<file path="src/rtl/rpsg_pkg.sv">
package rpsg_pkg;

   // fixed point of the cooldown accumulator
   localparam int FRAC_BITS = 8;

   localparam int TEMP_W = 9;
   localparam int RISE_W = 6;
   localparam int SEC_W  = 10;
   localparam int PT_W   = 12;
   localparam int LEN_W  = PT_W + 1;
   localparam int IDX_W  = 4;
   localparam int DATA_W = 10;

   // divider operands: temperature difference scaled by the fraction bits
   localparam int DIV_W     = TEMP_W + FRAC_BITS;
   localparam int DIV_CNT_W = $clog2(DIV_W + 1);
   localparam int STEP_W    = DIV_W + 1;
   // start value plus up to 1023 steps of the widest step, signed
   localparam int ACC_W     = TEMP_W + FRAC_BITS + SEC_W + 1;

   localparam logic [TEMP_W-1:0] AMBIENT_TEMP = TEMP_W'(25);

   localparam logic [IDX_W-1:0] CSR_SOAK_LEVEL  = IDX_W'(0);
   localparam logic [IDX_W-1:0] CSR_PREHEAT     = IDX_W'(1);
   localparam logic [IDX_W-1:0] CSR_SOAK_SEC    = IDX_W'(2);
   localparam logic [IDX_W-1:0] CSR_PEAK_LEVEL  = IDX_W'(3);
   localparam logic [IDX_W-1:0] CSR_PEAK_RISE   = IDX_W'(4);
   localparam logic [IDX_W-1:0] CSR_REFLOW_SEC  = IDX_W'(5);
   localparam logic [IDX_W-1:0] CSR_COOL_SEC    = IDX_W'(6);
   localparam logic [IDX_W-1:0] CSR_COOL_FLOOR  = IDX_W'(7);

   typedef enum logic [2:0] {
      PH_AMBIENT,
      PH_PREHEAT,
      PH_SOAK,
      PH_RAMP,
      PH_REFLOW,
      PH_COOL,
      PH_HOLD
   } phase_type;

   typedef enum logic [1:0] {
      SEL_PRE,
      SEL_RAMP,
      SEL_STEP
   } div_sel_type;

   typedef enum logic [1:0] {
      ST_IDLE,
      ST_DIV_START,
      ST_DIV_WAIT,
      ST_EMIT
   } ctrl_state_type;

   typedef struct packed {
      logic        tick;
      logic        restart;
      logic        div_start;
      logic        div_store;
      div_sel_type div_sel;
      logic        load_out;
   } ctrl_cmd_type;

   typedef struct packed {
      logic div_done;
   } dp_status_type;

endpackage

</file>
<file path="src/rtl/reflow_profile_setpoint_generator_core.sv">
// reflow oven setpoint profile generator
// req channel: one transfer per one-second tick; req_restart high starts a new
// profile and yields the ambient point, low advances the profile by one point.
// rsp channel: exactly one result per request: setpoint, phase, point number
// and a finished flag that is high on the last point and on every repeat of it.
// csr channel: register index and write data, always ready; the user must see
// that registers are written only while no request is in flight, since the
// block does not enforce it; an index outside the eight registers is ignored.
// timing: a tick updates the profile state on its transfer; the emit state
// then loads the output register once it is free. a restart first makes three
// passes (start, 17 quotient bits, store) through the shared restoring divider
// to work out the two ramp lengths and the cooldown step.
// a new request is taken as soon as the previous result is in the output
// register, even if the receiver has not taken it yet; when rsp_ready stays
// low the next result waits in the controller until the register is free.
// reset: registers return to their default profile, the setpoint to 25 with
// profile length 0, so ticks before the first restart repeat the ambient point
// with finished high.
module reflow_profile_setpoint_generator_core (
   input  logic                          clock,
   input  logic                          reset,
   input  logic                          csr_valid,
   output logic                          csr_ready,
   input  logic [rpsg_pkg::IDX_W-1:0]    csr_index,
   input  logic [rpsg_pkg::DATA_W-1:0]   csr_wdata,
   input  logic                          req_valid,
   output logic                          req_ready,
   input  logic                          req_restart,
   output logic                          rsp_valid,
   input  logic                          rsp_ready,
   output logic [rpsg_pkg::TEMP_W-1:0]   rsp_setpoint,
   output logic [2:0]                    rsp_phase,
   output logic [rpsg_pkg::PT_W-1:0]     rsp_point_number,
   output logic                          rsp_finished
);

   rpsg_pkg::ctrl_cmd_type  cmd;
   rpsg_pkg::dp_status_type status;

   assign csr_ready = 1'b1;

   rpsg_ctrl u_ctrl (
      .clock       (clock),
      .reset       (reset),
      .req_valid   (req_valid),
      .req_ready   (req_ready),
      .req_restart (req_restart),
      .rsp_valid   (rsp_valid),
      .rsp_ready   (rsp_ready),
      .status      (status),
      .cmd         (cmd)
   );

   rpsg_dp u_dp (
      .clock            (clock),
      .reset            (reset),
      .csr_valid        (csr_valid),
      .csr_index        (csr_index),
      .csr_wdata        (csr_wdata),
      .cmd              (cmd),
      .status           (status),
      .rsp_setpoint     (rsp_setpoint),
      .rsp_phase        (rsp_phase),
      .rsp_point_number (rsp_point_number),
      .rsp_finished     (rsp_finished)
   );

endmodule

</file>
<file path="src/rtl/rpsg_div.sv">
module rpsg_div (
   input  logic                          clock,
   input  logic                          reset,
   input  logic                          start,
   input  logic [rpsg_pkg::DIV_W-1:0]    dividend,
   input  logic [rpsg_pkg::SEC_W-1:0]    divisor,
   output logic                          done,
   output logic [rpsg_pkg::DIV_W-1:0]    quotient
);

   logic [rpsg_pkg::DIV_W-1:0]     quo_ff, quo_in;
   logic [rpsg_pkg::SEC_W-1:0]     rem_ff, rem_in;
   logic [rpsg_pkg::DIV_CNT_W-1:0] cnt_ff, cnt_in;
   logic                           busy_ff, busy_in;
   logic [rpsg_pkg::SEC_W:0]       trial;
   logic [rpsg_pkg::SEC_W:0]       diff;
   logic                           fits;

   // restoring division, one quotient bit per cycle
   always_comb begin
      trial  = {rem_ff, quo_ff[rpsg_pkg::DIV_W-1]};
      diff   = trial - {1'b0, divisor};
      fits   = (trial >= {1'b0, divisor});
      done   = busy_ff && (cnt_ff == '0);
      quo_in = quo_ff;
      rem_in = rem_ff;
      cnt_in = cnt_ff;
      busy_in = busy_ff;
      if (start) begin
         quo_in  = dividend;
         rem_in  = '0;
         cnt_in  = rpsg_pkg::DIV_CNT_W'(rpsg_pkg::DIV_W);
         busy_in = 1'b1;
      end else if (done) begin
         busy_in = 1'b0;
      end else if (busy_ff) begin
         quo_in = {quo_ff[rpsg_pkg::DIV_W-2:0], fits};
         rem_in = fits ? diff[rpsg_pkg::SEC_W-1:0] : trial[rpsg_pkg::SEC_W-1:0];
         cnt_in = cnt_ff - 1'b1;
      end
   end

   always_ff @(posedge clock) begin
      if (reset) begin
         busy_ff <= 1'b0;
         cnt_ff  <= '0;
      end else begin
         busy_ff <= busy_in;
         cnt_ff  <= cnt_in;
      end
      quo_ff <= quo_in;
      rem_ff <= rem_in;
   end

   assign quotient = quo_ff;

endmodule

</file>
<file path="src/rtl/rpsg_dp.sv">
module rpsg_dp (
   input  logic                          clock,
   input  logic                          reset,
   input  logic                          csr_valid,
   input  logic [rpsg_pkg::IDX_W-1:0]    csr_index,
   input  logic [rpsg_pkg::DATA_W-1:0]   csr_wdata,
   input  rpsg_pkg::ctrl_cmd_type        cmd,
   output rpsg_pkg::dp_status_type       status,
   output logic [rpsg_pkg::TEMP_W-1:0]   rsp_setpoint,
   output logic [2:0]                    rsp_phase,
   output logic [rpsg_pkg::PT_W-1:0]     rsp_point_number,
   output logic                          rsp_finished
);

   localparam int F = rpsg_pkg::FRAC_BITS;
   localparam int TW = rpsg_pkg::TEMP_W;
   localparam int AW = rpsg_pkg::ACC_W;
   localparam int SW = rpsg_pkg::STEP_W;

   // configuration
   logic [TW-1:0]               soak_lvl_ff, peak_lvl_ff, cool_floor_ff;
   logic [rpsg_pkg::RISE_W-1:0] preheat_rise_ff, peak_rise_ff;
   logic [rpsg_pkg::SEC_W-1:0]  soak_sec_ff, reflow_sec_ff, cool_sec_ff;

   // profile state
   logic [TW-1:0]               temp_ff, temp_in;
   rpsg_pkg::phase_type         phase_ff, phase_in;
   logic [rpsg_pkg::SEC_W-1:0]  psec_ff, psec_in;
   logic [rpsg_pkg::PT_W-1:0]   pc_ff, pc_in;
   logic [rpsg_pkg::PT_W-1:0]   len_ff, len_in;
   logic signed [AW-1:0]        acc_ff, acc_in;
   logic signed [SW-1:0]        step_ff, step_in;
   logic [TW-1:0]               q1_ff, q1_in, q2_ff, q2_in;

   // output register
   logic [TW-1:0]               out_temp_ff;
   logic [2:0]                  out_phase_ff;
   logic [rpsg_pkg::PT_W-1:0]   out_pc_ff;
   logic                        out_fin_ff;

   // divider operands
   logic [rpsg_pkg::DIV_W-1:0]  div_num;
   logic [rpsg_pkg::SEC_W-1:0]  div_den;
   logic                        div_done;
   logic [rpsg_pkg::DIV_W-1:0]  div_quo;
   logic [rpsg_pkg::DIV_W-1:0]  quo_safe;
   logic                        step_neg;
   logic [TW-1:0]               cool_diff;

   // advance logic
   logic [rpsg_pkg::LEN_W-1:0]  pc_next;
   logic                        more;
   logic [TW:0]                 pre_sum, ramp_sum;
   logic [rpsg_pkg::SEC_W-1:0]  sec_soak, sec_reflow, sec_cool;
   rpsg_pkg::phase_type         np;
   logic [TW-1:0]               nt;
   logic                        cool_path;
   logic signed [AW-1:0]        acc_base, acc_new, acc_round, v, v_cl, floor_ext;
   logic [rpsg_pkg::LEN_W-1:0]  len_sum;

   always_ff @(posedge clock) begin
      if (reset) begin
         soak_lvl_ff     <= TW'(150);
         preheat_rise_ff <= rpsg_pkg::RISE_W'(2);
         soak_sec_ff     <= rpsg_pkg::SEC_W'(90);
         peak_lvl_ff     <= TW'(240);
         peak_rise_ff    <= rpsg_pkg::RISE_W'(2);
         reflow_sec_ff   <= rpsg_pkg::SEC_W'(30);
         cool_sec_ff     <= rpsg_pkg::SEC_W'(60);
         cool_floor_ff   <= TW'(50);
      end else if (csr_valid) begin
         unique case (csr_index)
            rpsg_pkg::CSR_SOAK_LEVEL:  soak_lvl_ff     <= csr_wdata[TW-1:0];
            rpsg_pkg::CSR_PREHEAT:     preheat_rise_ff <= csr_wdata[rpsg_pkg::RISE_W-1:0];
            rpsg_pkg::CSR_SOAK_SEC:    soak_sec_ff     <= csr_wdata;
            rpsg_pkg::CSR_PEAK_LEVEL:  peak_lvl_ff     <= csr_wdata[TW-1:0];
            rpsg_pkg::CSR_PEAK_RISE:   peak_rise_ff    <= csr_wdata[rpsg_pkg::RISE_W-1:0];
            rpsg_pkg::CSR_REFLOW_SEC:  reflow_sec_ff   <= csr_wdata;
            rpsg_pkg::CSR_COOL_SEC:    cool_sec_ff     <= csr_wdata;
            rpsg_pkg::CSR_COOL_FLOOR:  cool_floor_ff   <= csr_wdata[TW-1:0];
            default: ;
         endcase
      end
   end

   // divider operand select, held steady by the controller during a division
   always_comb begin
      step_neg  = (peak_lvl_ff < cool_floor_ff);
      cool_diff = step_neg ? (cool_floor_ff - peak_lvl_ff)
                           : (peak_lvl_ff - cool_floor_ff);
      div_num = '0;
      div_den = '0;
      case (cmd.div_sel)
         rpsg_pkg::SEL_PRE: begin
            if (soak_lvl_ff > rpsg_pkg::AMBIENT_TEMP)
               div_num = rpsg_pkg::DIV_W'(soak_lvl_ff - rpsg_pkg::AMBIENT_TEMP);
            div_den = rpsg_pkg::SEC_W'(preheat_rise_ff);
         end
         rpsg_pkg::SEL_RAMP: begin
            if (peak_lvl_ff > soak_lvl_ff)
               div_num = rpsg_pkg::DIV_W'(peak_lvl_ff - soak_lvl_ff);
            div_den = rpsg_pkg::SEC_W'(peak_rise_ff);
         end
         default: begin
            div_num = {cool_diff, {F{1'b0}}};
            div_den = cool_sec_ff;
         end
      endcase
      quo_safe = (div_den == '0) ? '0 : div_quo;
   end

   rpsg_div u_div (
      .clock    (clock),
      .reset    (reset),
      .start    (cmd.div_start),
      .dividend (div_num),
      .divisor  (div_den),
      .done     (div_done),
      .quotient (div_quo)
   );

   assign status.div_done = div_done;

   // one second of the profile, the restart and the stored divider results
   always_comb begin
      pc_next    = {1'b0, pc_ff} + 1'b1;
      more       = (pc_next < {1'b0, len_ff});
      pre_sum    = {1'b0, temp_ff} + (TW+1)'(preheat_rise_ff);
      ramp_sum   = {1'b0, temp_ff} + (TW+1)'(peak_rise_ff);
      sec_soak   = (phase_ff == rpsg_pkg::PH_SOAK)   ? psec_ff : '0;
      sec_reflow = (phase_ff == rpsg_pkg::PH_REFLOW) ? psec_ff : '0;
      sec_cool   = (phase_ff == rpsg_pkg::PH_COOL)   ? psec_ff : '0;

      acc_base  = (phase_ff != rpsg_pkg::PH_COOL)
                ? AW'({temp_ff, {F{1'b0}}}) : acc_ff;
      acc_new   = acc_base - AW'(step_ff);
      acc_round = acc_new + AW'(1 << (F - 1));
      v         = acc_round >>> F;
      floor_ext = AW'(cool_floor_ff);
      v_cl      = (v < floor_ext) ? floor_ext : v;

      cool_path = 1'b0;
      np        = rpsg_pkg::PH_HOLD;
      nt        = temp_ff;
      if (phase_ff <= rpsg_pkg::PH_PREHEAT && preheat_rise_ff != '0
          && pre_sum <= {1'b0, soak_lvl_ff}) begin
         np = rpsg_pkg::PH_PREHEAT;
         nt = pre_sum[TW-1:0];
      end else if (phase_ff <= rpsg_pkg::PH_SOAK && sec_soak < soak_sec_ff) begin
         np = rpsg_pkg::PH_SOAK;
         nt = soak_lvl_ff;
      end else if (phase_ff <= rpsg_pkg::PH_RAMP && peak_rise_ff != '0
                   && ramp_sum <= {1'b0, peak_lvl_ff}) begin
         np = rpsg_pkg::PH_RAMP;
         nt = ramp_sum[TW-1:0];
      end else if (phase_ff <= rpsg_pkg::PH_REFLOW && sec_reflow < reflow_sec_ff) begin
         np = rpsg_pkg::PH_REFLOW;
         nt = peak_lvl_ff;
      end else if (phase_ff <= rpsg_pkg::PH_COOL && sec_cool < cool_sec_ff) begin
         np        = rpsg_pkg::PH_COOL;
         nt        = v_cl[TW-1:0];
         cool_path = 1'b1;
      end

      len_sum = rpsg_pkg::LEN_W'(q1_ff) + rpsg_pkg::LEN_W'(soak_sec_ff)
              + rpsg_pkg::LEN_W'(q2_ff) + rpsg_pkg::LEN_W'(reflow_sec_ff)
              + rpsg_pkg::LEN_W'(cool_sec_ff) + 1'b1;

      temp_in  = temp_ff;
      phase_in = phase_ff;
      psec_in  = psec_ff;
      pc_in    = pc_ff;
      len_in   = len_ff;
      acc_in   = acc_ff;
      step_in  = step_ff;
      q1_in    = q1_ff;
      q2_in    = q2_ff;

      if (cmd.restart) begin
         temp_in  = rpsg_pkg::AMBIENT_TEMP;
         phase_in = rpsg_pkg::PH_AMBIENT;
         psec_in  = '0;
         pc_in    = '0;
         acc_in   = '0;
      end else if (cmd.tick && more) begin
         pc_in   = pc_next[rpsg_pkg::PT_W-1:0];
         temp_in = nt;
         if (cool_path)
            acc_in = acc_new;
         if (np == phase_ff) begin
            if (psec_ff != '1)
               psec_in = psec_ff + 1'b1;
         end else begin
            phase_in = np;
            psec_in  = rpsg_pkg::SEC_W'(1);
         end
      end

      if (cmd.div_store) begin
         case (cmd.div_sel)
            rpsg_pkg::SEL_PRE:  q1_in = quo_safe[TW-1:0];
            rpsg_pkg::SEL_RAMP: q2_in = quo_safe[TW-1:0];
            default: begin
               step_in = step_neg ? -SW'(quo_safe) : SW'(quo_safe);
               len_in  = len_sum[rpsg_pkg::PT_W] ? '1 : len_sum[rpsg_pkg::PT_W-1:0];
            end
         endcase
      end
   end

   always_ff @(posedge clock) begin
      if (reset) begin
         temp_ff  <= rpsg_pkg::AMBIENT_TEMP;
         phase_ff <= rpsg_pkg::PH_AMBIENT;
         psec_ff  <= '0;
         pc_ff    <= '0;
         len_ff   <= '0;
         acc_ff   <= '0;
         step_ff  <= '0;
      end else begin
         temp_ff  <= temp_in;
         phase_ff <= phase_in;
         psec_ff  <= psec_in;
         pc_ff    <= pc_in;
         len_ff   <= len_in;
         acc_ff   <= acc_in;
         step_ff  <= step_in;
      end
      q1_ff <= q1_in;
      q2_ff <= q2_in;
      if (cmd.load_out) begin
         out_temp_ff  <= temp_ff;
         out_phase_ff <= phase_ff;
         out_pc_ff    <= pc_ff;
         out_fin_ff   <= !more;
      end
   end

   assign rsp_setpoint     = out_temp_ff;
   assign rsp_phase        = out_phase_ff;
   assign rsp_point_number = out_pc_ff;
   assign rsp_finished     = out_fin_ff;

endmodule

</file>
<file path="src/rtl/rpsg_ctrl.sv">
module rpsg_ctrl (
   input  logic                     clock,
   input  logic                     reset,
   input  logic                     req_valid,
   output logic                     req_ready,
   input  logic                     req_restart,
   output logic                     rsp_valid,
   input  logic                     rsp_ready,
   input  rpsg_pkg::dp_status_type  status,
   output rpsg_pkg::ctrl_cmd_type   cmd
);

   rpsg_pkg::ctrl_state_type state_ff, state_in;
   rpsg_pkg::div_sel_type    sel_ff, sel_in;
   logic                     rsp_valid_ff, rsp_valid_in;
   logic                     out_free;

   always_ff @(posedge clock) begin
      if (reset) begin
         state_ff     <= rpsg_pkg::ST_IDLE;
         sel_ff       <= rpsg_pkg::SEL_PRE;
         rsp_valid_ff <= 1'b0;
      end else begin
         state_ff     <= state_in;
         sel_ff       <= sel_in;
         rsp_valid_ff <= rsp_valid_in;
      end
   end

   always_comb begin
      state_in      = state_ff;
      sel_in        = sel_ff;
      req_ready     = 1'b0;
      out_free      = !rsp_valid_ff || rsp_ready;
      rsp_valid_in  = rsp_valid_ff && !rsp_ready;
      cmd           = '0;
      cmd.div_sel   = sel_ff;
      unique case (state_ff)
         rpsg_pkg::ST_IDLE: begin
            req_ready = 1'b1;
            if (req_valid) begin
               cmd.restart = req_restart;
               cmd.tick    = !req_restart;
               sel_in      = rpsg_pkg::SEL_PRE;
               state_in    = req_restart ? rpsg_pkg::ST_DIV_START : rpsg_pkg::ST_EMIT;
            end
         end
         rpsg_pkg::ST_DIV_START: begin
            cmd.div_start = 1'b1;
            state_in      = rpsg_pkg::ST_DIV_WAIT;
         end
         rpsg_pkg::ST_DIV_WAIT: begin
            if (status.div_done) begin
               cmd.div_store = 1'b1;
               unique case (sel_ff)
                  rpsg_pkg::SEL_PRE: begin
                     sel_in   = rpsg_pkg::SEL_RAMP;
                     state_in = rpsg_pkg::ST_DIV_START;
                  end
                  rpsg_pkg::SEL_RAMP: begin
                     sel_in   = rpsg_pkg::SEL_STEP;
                     state_in = rpsg_pkg::ST_DIV_START;
                  end
                  default: state_in = rpsg_pkg::ST_EMIT;
               endcase
            end
         end
         rpsg_pkg::ST_EMIT: begin
            // wait for the output register to drain before the next transfer
            if (out_free) begin
               cmd.load_out = 1'b1;
               rsp_valid_in = 1'b1;
               state_in     = rpsg_pkg::ST_IDLE;
            end
         end
         default: state_in = rpsg_pkg::ST_IDLE;
      endcase
   end

   assign rsp_valid = rsp_valid_ff;

endmodule

</file>
<file path="config.mk">
export PLATFORM = sky130hd
export DESIGN_NAME = reflow_profile_setpoint_generator_core
export DESIGN_NICKNAME = d
export VERILOG_FILES = /design/src/rtl/rpsg_pkg.sv /design/src/rtl/reflow_profile_setpoint_generator_core.sv /design/src/rtl/rpsg_div.sv /design/src/rtl/rpsg_dp.sv /design/src/rtl/rpsg_ctrl.sv
export SDC_FILE = /design/constraint.sdc
export NUM_CORES = 1
export LEC_CHECK = 0
export ABC_AREA = 1
export BUFFER_PORTS_ARGS = -buffer_cell sky130_fd_sc_hd__buf_2
export CORE_ASPECT_RATIO = 0.9
export CORE_MARGIN = 2
export CORE_UTILIZATION = 55
export CTS_CLUSTER_SIZE = 24
export DETAILED_ROUTE_END_ITERATION = 12
export HOLD_SLACK_MARGIN = 0.02
export PLACE_DENSITY = 0.73
export SLEW_MARGIN = 20
export SYNTH_ARGS = -nofsm -noshare
export SYNTH_HDL_FRONTEND = slang
export SYNTH_SLANG_ARGS = --single-unit
export TNS_END_PERCENT = 1
</file>
<file path="constraint.sdc">
create_clock -name clock -period 10.19 [get_ports clock]
set_input_delay 2.5475 -clock clock [delete_from_list [all_inputs] [get_ports clock]]
set_output_delay 2.5475 -clock clock [all_outputs]
set_load 0.01 [all_outputs]
</file>
Word level (Yosys, flattened, before mapping)
Cells that the tools add are included.

Register bits: 242. Bits of input ports: 20. Output and inout bits: 28. Word-level logic and storage cells: 196.

Add/sub/neg operators: 18. $lt $le $gt $ge: 16. Equality and inequality tests: 23. Muxes and demuxes: 59. Bitwise gates (word level): 3. Reductions and logical operators: 48.

Operators by type and width (count): $mux W17 (6); $mux W9 (7); $mux W10 (6); $pmux W17 S2 (1); $reduce_and A2 Y1 (17); $lt A10 B10 Y1 (3); $add A28 B9 Y28 const B (1); $mux W28 (1); $sub A28 B18 Y28 (1); $add A13 B10 Y13 (2); $add A9 B6 Y10 (2); $le A10 B9 Y1 (2); $lt A20 B10 Y1 (1); $mux W2 (10); $pmux W10 S2 (1); $mux W18 (1); $neg A17 Y18 (1); $sub A9 B9 Y9 (2); $eq A4 B3 Y1 const B (4); $mux W1 (15); $mux W5 (3); $add A12 B1 Y13 const B (1); $add A13 B1 Y13 const B (1); $add A13 B9 Y13 (1); 44 further kinds (77).

Depth between registers and ports, before layout
Word-level depth: 12. Mapped depth: 40. Mapped depth without buffers: 39.

By module
From an unflattened synthesis, not the netlist that was laid out.

Cell total of the unflattened synthesis: 2626. Area total of the unflattened synthesis: 18482.7 µm².

By module, submodules not included: rpsg_dp (times used 1, cells an instance 2277, area an instance 16001.6 µm², seq. area each 4514.3 µm²); rpsg_div (times used 1, cells an instance 296, area an instance 2119.5 µm², seq. area each 830.8 µm²); rpsg_ctrl (times used 1, cells an instance 51, area an instance 350.3 µm², seq. area each 100.1 µm²); reflow_profile_setpoint_generator_core (times used 1, cells an instance 2, area an instance 11.3 µm², seq. area each 0.0 µm²).

Worst setup path after synthesis
OpenSTA, ideal clock, no wires.

Kind: flip-flop to flip-flop. Start point: register u_dp.phase_ff[1]. End point: register u_dp.temp_ff[1]. Setup time: 66 ps. Arrival: 4567 ps. Required time: 10124 ps. Setup slack: 5557 ps. Stages on the path, launching flop included: 36. Buffers on the path: 3. Clock period less this slack: 4633 ps. Path through: dfxtp_1 -> inv_1 -> nand3_1 -> clkbuf_1 -> clkbuf_1 -> nor2_1 -> fa_1 -> nand3_1 -> nand3_1 -> nand2_1 -> nand3_1 -> nand2_2 -> ha_1 -> nand3_1 -> nor2_2 -> nand3_2 -> xor2_1 -> ha_1 -> a21oi_1 -> o221ai_1 -> nand2_1 -> nor2_1 -> nor2_1 -> nand2_1 -> nor2_4 -> nand2_4 -> nand2_4 -> buf_6 -> nand2_1 -> nand3_1 -> nand2_1 -> nand2_1 -> nand2_1 -> nand2_1 -> nand2_1 -> a21oi_2.

Longest elaborated chain between the ends: 11. Elaborated cells between the ends (all ways): 34. Those cells by class: 2 x add/sub; 9 x order compare; 4 x eq/ne; 10 x mux; 9 x reduce/logical.

Ends and longest elaborated chain: start, declared (line rpsg_dp.sv:27) `rpsg_pkg::phase_type phase_ff, phase_in;`; start signal, assigned (line rpsg_dp.sv:214) `phase_ff <= rpsg_pkg::PH_AMBIENT;`; start signal, assigned (line rpsg_dp.sv:222) `phase_ff <= phase_in;`; $ne A3 B3 Y1 (*) (line rpsg_dp.sv:134) `acc_base = (phase_ff != rpsg_pkg::PH_COOL)`; $mux W28 (*) (line rpsg_dp.sv:135) `? AW'({temp_ff, {F{1'b0}}}) : acc_ff;`; $sub A28 B18 Y28 (*) (line rpsg_dp.sv:136) `acc_new = acc_base - AW'(step_ff);`; via u_dp.acc_new[8] (line rpsg_dp.sv:58) `logic signed [AW-1:0] acc_base, acc_new, acc_round, v, v_cl, floor_ext;`; $add A28 B9 Y28 (*) (line rpsg_dp.sv:137) `acc_round = acc_new + AW'(1 << (F - 1));`; $lt A20 B10 Y1 (line rpsg_dp.sv:140) `v_cl = (v < floor_ext) ? floor_ext : v;`; $mux W9 (*) (line rpsg_dp.sv:140); $mux W9 (*) (line rpsg_dp.sv:159) `end else if (phase_ff <= rpsg_pkg::PH_COOL && sec_cool < cool_sec_ff) begin`; $mux W9 (*) (line rpsg_dp.sv:156) `end else if (phase_ff <= rpsg_pkg::PH_REFLOW && sec_reflow < reflow_sec_ff) begin`; $mux W9 (*) (line rpsg_dp.sv:152) `end else if (phase_ff <= rpsg_pkg::PH_RAMP && peak_rise_ff != '0`; $mux W9 (*) (line rpsg_dp.sv:149) `end else if (phase_ff <= rpsg_pkg::PH_SOAK && sec_soak < soak_sec_ff) begin`; $mux W9 (*) (line rpsg_dp.sv:145) `if (phase_ff <= rpsg_pkg::PH_PREHEAT && preheat_rise_ff != '0`; end signal, assigned (line rpsg_dp.sv:213) `temp_ff <= rpsg_pkg::AMBIENT_TEMP;`; end signal, assigned (line rpsg_dp.sv:221) `temp_ff <= temp_in;`; end, declared (line rpsg_dp.sv:26) `logic [TW-1:0] temp_ff, temp_in;`.

Mark *: on every way through the listed nets, which the timed path passes. The rest lies on a longest branch. The select of a mux whose other input is x is not followed. A chain may end at the register's enable or synchronous reset.

Worst setup path in the final report
Start point: register u_dp.phase_ff[1]. End point: register u_dp.temp_ff[0].

Same word-level chain as after synthesis.

==> impl_results.md <==
* Final setup fails at 0
* Die width at 196.6 um
* Rel. slew slack at 0.2651
* Number of diodes at 0
* Max Freq at 177.1 MHz
* DP Cell Count at 3043
* Area grow syn2layout at 8.629%
* Routed Antenna Nets at 0
* Final worst path period need at 5.645 ns
* Netlist cell types at 58
* FP Rows at 63
* Post-DR vias/cell at 5.689
* Seq/Total Area, Yosys at 0.2966
* Outcome: finished clean
* CTS H-Tree Depth at 1
* Synthesized Nets at 2848
* Worst slew pin tran at 1.100 ns
* Crit share post-route at 0.5540
* Critical Setup Path Class: reg2reg
* Initial antenna violation count at 0
* CP delay by family, top: simple AND/OR/NAND/NOR gates
* Asr flop ratio synth at 0
* Die Y at 177.3 um
* I/O pins at 48
* Largest net degree at the start of global routing at 56
* Buffers and inverters on the worst path at 3
* Design area at 19940 um2
* RSZ-0062 raised after global routing: false
* DR WL met2 at 24.04 mm
* Worst skew pair latency at 0.58 ns
* Leak pwr at 9.339 nW
* Nets at 2869
* Num CTS Buffers at 28
* Placer Congestion at 0.9829
* Setup ws final at 4.545 ns
* Mapped Area at 18360 um2
* Post-synth EDFFs at 60
* CP Capture Type: flip-flop
* Most used cell, CP: nand2_1
* Met3 routed WL at 4.529 mm
* Crit Path Max Fanout at 39
* Syn Inst Count at 2630
* WP data arrival at 6.10 ns
* Clk_skew at 0.01777 ns
* Starting Density at 0.5585
* Top layer in use: met4
* Total Die Area at 34860 um2
* Post-DP HPWL at 42.18 mm
* Final Hold Vio Count at 0
* Dpl cell area at 18950 um2
* Clk root buf: clkbuf_16
* Clock Pin Slew Worst Setup and Hold Paths at 0.06 ns
* HP Class: reg2reg
* WL per Instance at 17.67 um
* DRC violations left at 0
* Top FF cell, synth: dfxtp_1
* Cts hold-fix bufs at 0
* First-pass GRT wire length at 85.80 mm
* Max incr delay on CP at 0.51 ns
* Pre-Repair DR Iteration Count at 6
* Cell area power density at 143.0 nW/um2
* CTS tree: built
* Port bufs at 46
* Layout cells sized above 1 at 0.07937
* Vias at 17600
* Synth Register Bits at 242
* Hold Worst Slack at 0.4479 ns
* Slew Viols, Final at 0
* CTS resizes at 0
* Setup bufs post-CTS at 0
* Non-Filler Instances at 3093
* Wl on met1 at 23.64 mm
* WL final at 54.64 mm
* Clock Path Buffers at 3
* Max_cap viols at 0
* Setup TNS at 0 ns
* Worst VDD drop at 0.1282 mV
* TritonCTS Sinks at 242
* Worst EP required at 10.65 ns
* Ys Warns at 0
* Core area at 32870 um2
* Tot Pwr at 2.852 mW
* Pre-CTS setup slack at 4.155 ns
* Final core occ at 0.6067
* Post-Syn Area per Cell at 6.980 um2
* GRT Overall Usage at 0.3139
* DR iter-0 viols at 1577
* Worst-path cell with the longest stage delay: dfxtp_1
* Vias in the first global route at 16410
* Total global routing overflow at 0
* Critical path launch point type: flip-flop
[where the power goes]
group	switching, mW	internal (mW)	total [mW]
combinational	0.466	0.210	0.676
clock	0.434	0.642	1.08
sequential	0.0369	1.06	1.10
[path summary, 6_finish.rpt]
path / slack [ns] / startpoint / cells after the start / endpoint
worst max-delay path: 4.54 / u_dp.phase_ff[1] / 35 / u_dp.temp_ff[0]
worst min-delay path: 0.45 / u_dp.acc_ff[12] / 2 / u_dp.acc_ff[12]
worst max register to register: 4.54 / u_dp.phase_ff[1] / 35 / u_dp.temp_ff[0]
worst min register to register: 0.45 / u_dp.acc_ff[12] / 2 / u_dp.acc_ff[12]
[worst register-to-register path, delay by kind of cell, from the launching register on]
family          cells  cell delay [ns]
buf+inv             3             0.66
compound gates      2             0.26
flops               1             0.51
simple gates       26             2.83
xor+xnor            1             0.32
fa+ha+maj           3             0.94
[registers in the layout, indices dropped and copies added, names as in the netlist, 12 cells and up]
register / cells
u_dp.u_div.quotient: 17
u_dp.pc_ff: 12
u_dp.rsp_point_number: 12
u_dp.len_ff: 12
u_dp.acc_ff: 28
u_dp.step_ff: 18
[cell type report]
class	count	area (um2)
clock inverter	12	166.4
tap	422	528.0
sequential	242	5445
timing repair buffer	54	290.3
multi-input combinational	1864	10960
clock buffer	38	820.8
fill	3040	12930
inverter	461	1730
[logic make-up (layout without fill, tap and decap cells)]
| logic type | count (synthesis) | in the layout | share of synthesized area |
|---|---|---|---|
| flops | 242 | 242 | 0.2966 |
| mux | 1 | 1 | 0.0005453 |
| xor+xnor | 75 | 75 | 0.03619 |
| buf+inv | 524 | 565 | 0.1091 |
| other cells | 1 | 1 | 0.0002043 |
| fa+ha+maj | 198 | 198 | 0.1460 |
| simple gates | 999 | 999 | 0.2343 |
| compound gates | 590 | 590 | 0.1771 |
[per-layer routing]
metal | global-route usage | up-vias
met5 | 0 | -
met4 | 0.1328 | 0
met3 | 0.04865 | 142
met2 | 0.5050 | 683
met1 | 0.4217 | 8102
li1 | - | 8668
[cells in the mapped netlist (18+ instances only)]
master	number	share of area
a21oi_1	267	0.073
clkbuf_1	49	0.010
dfxtp_1	182	0.20
edfxtp_1	60	0.098
fa_1	27	0.029
ha_1	171	0.12
inv_1	416	0.085
inv_2	36	0.0074
nand2_1	526	0.11
nand2_2	18	0.0061
nand3_1	111	0.030
nand4_1	38	0.013
nor2_1	222	0.045
nor2_2	18	0.0061
nor3_1	18	0.0049
o211ai_1	18	0.0074
o21ai_0	209	0.057
xor2_1	61	0.029
[cells in the final DEF (no fill, tap or decap), drive strengths merged, types with 5 or more instances in the layout]
cell type,netlist,layout
a211oi,15,15
a21oi,273,273
a221oi,11,11
a31oi,7,7
and2,6,6
buf,14,54
clkbuf,49,38
clkinv,9,16
dfxtp,182,182
edfxtp,60,60
fa,27,27
ha,171,171
inv,452,453
nand2,546,546
nand3,116,116
nand4,38,38
nor2,247,247
nor3,21,21
nor4,5,5
o211ai,18,18
o21a,5,5
o21ai,211,211
o21bai,15,15
o22ai,10,10
o31ai,6,6
or2,8,8
xnor2,14,14
xor2,61,61
(Power assumes the default switching activity.)
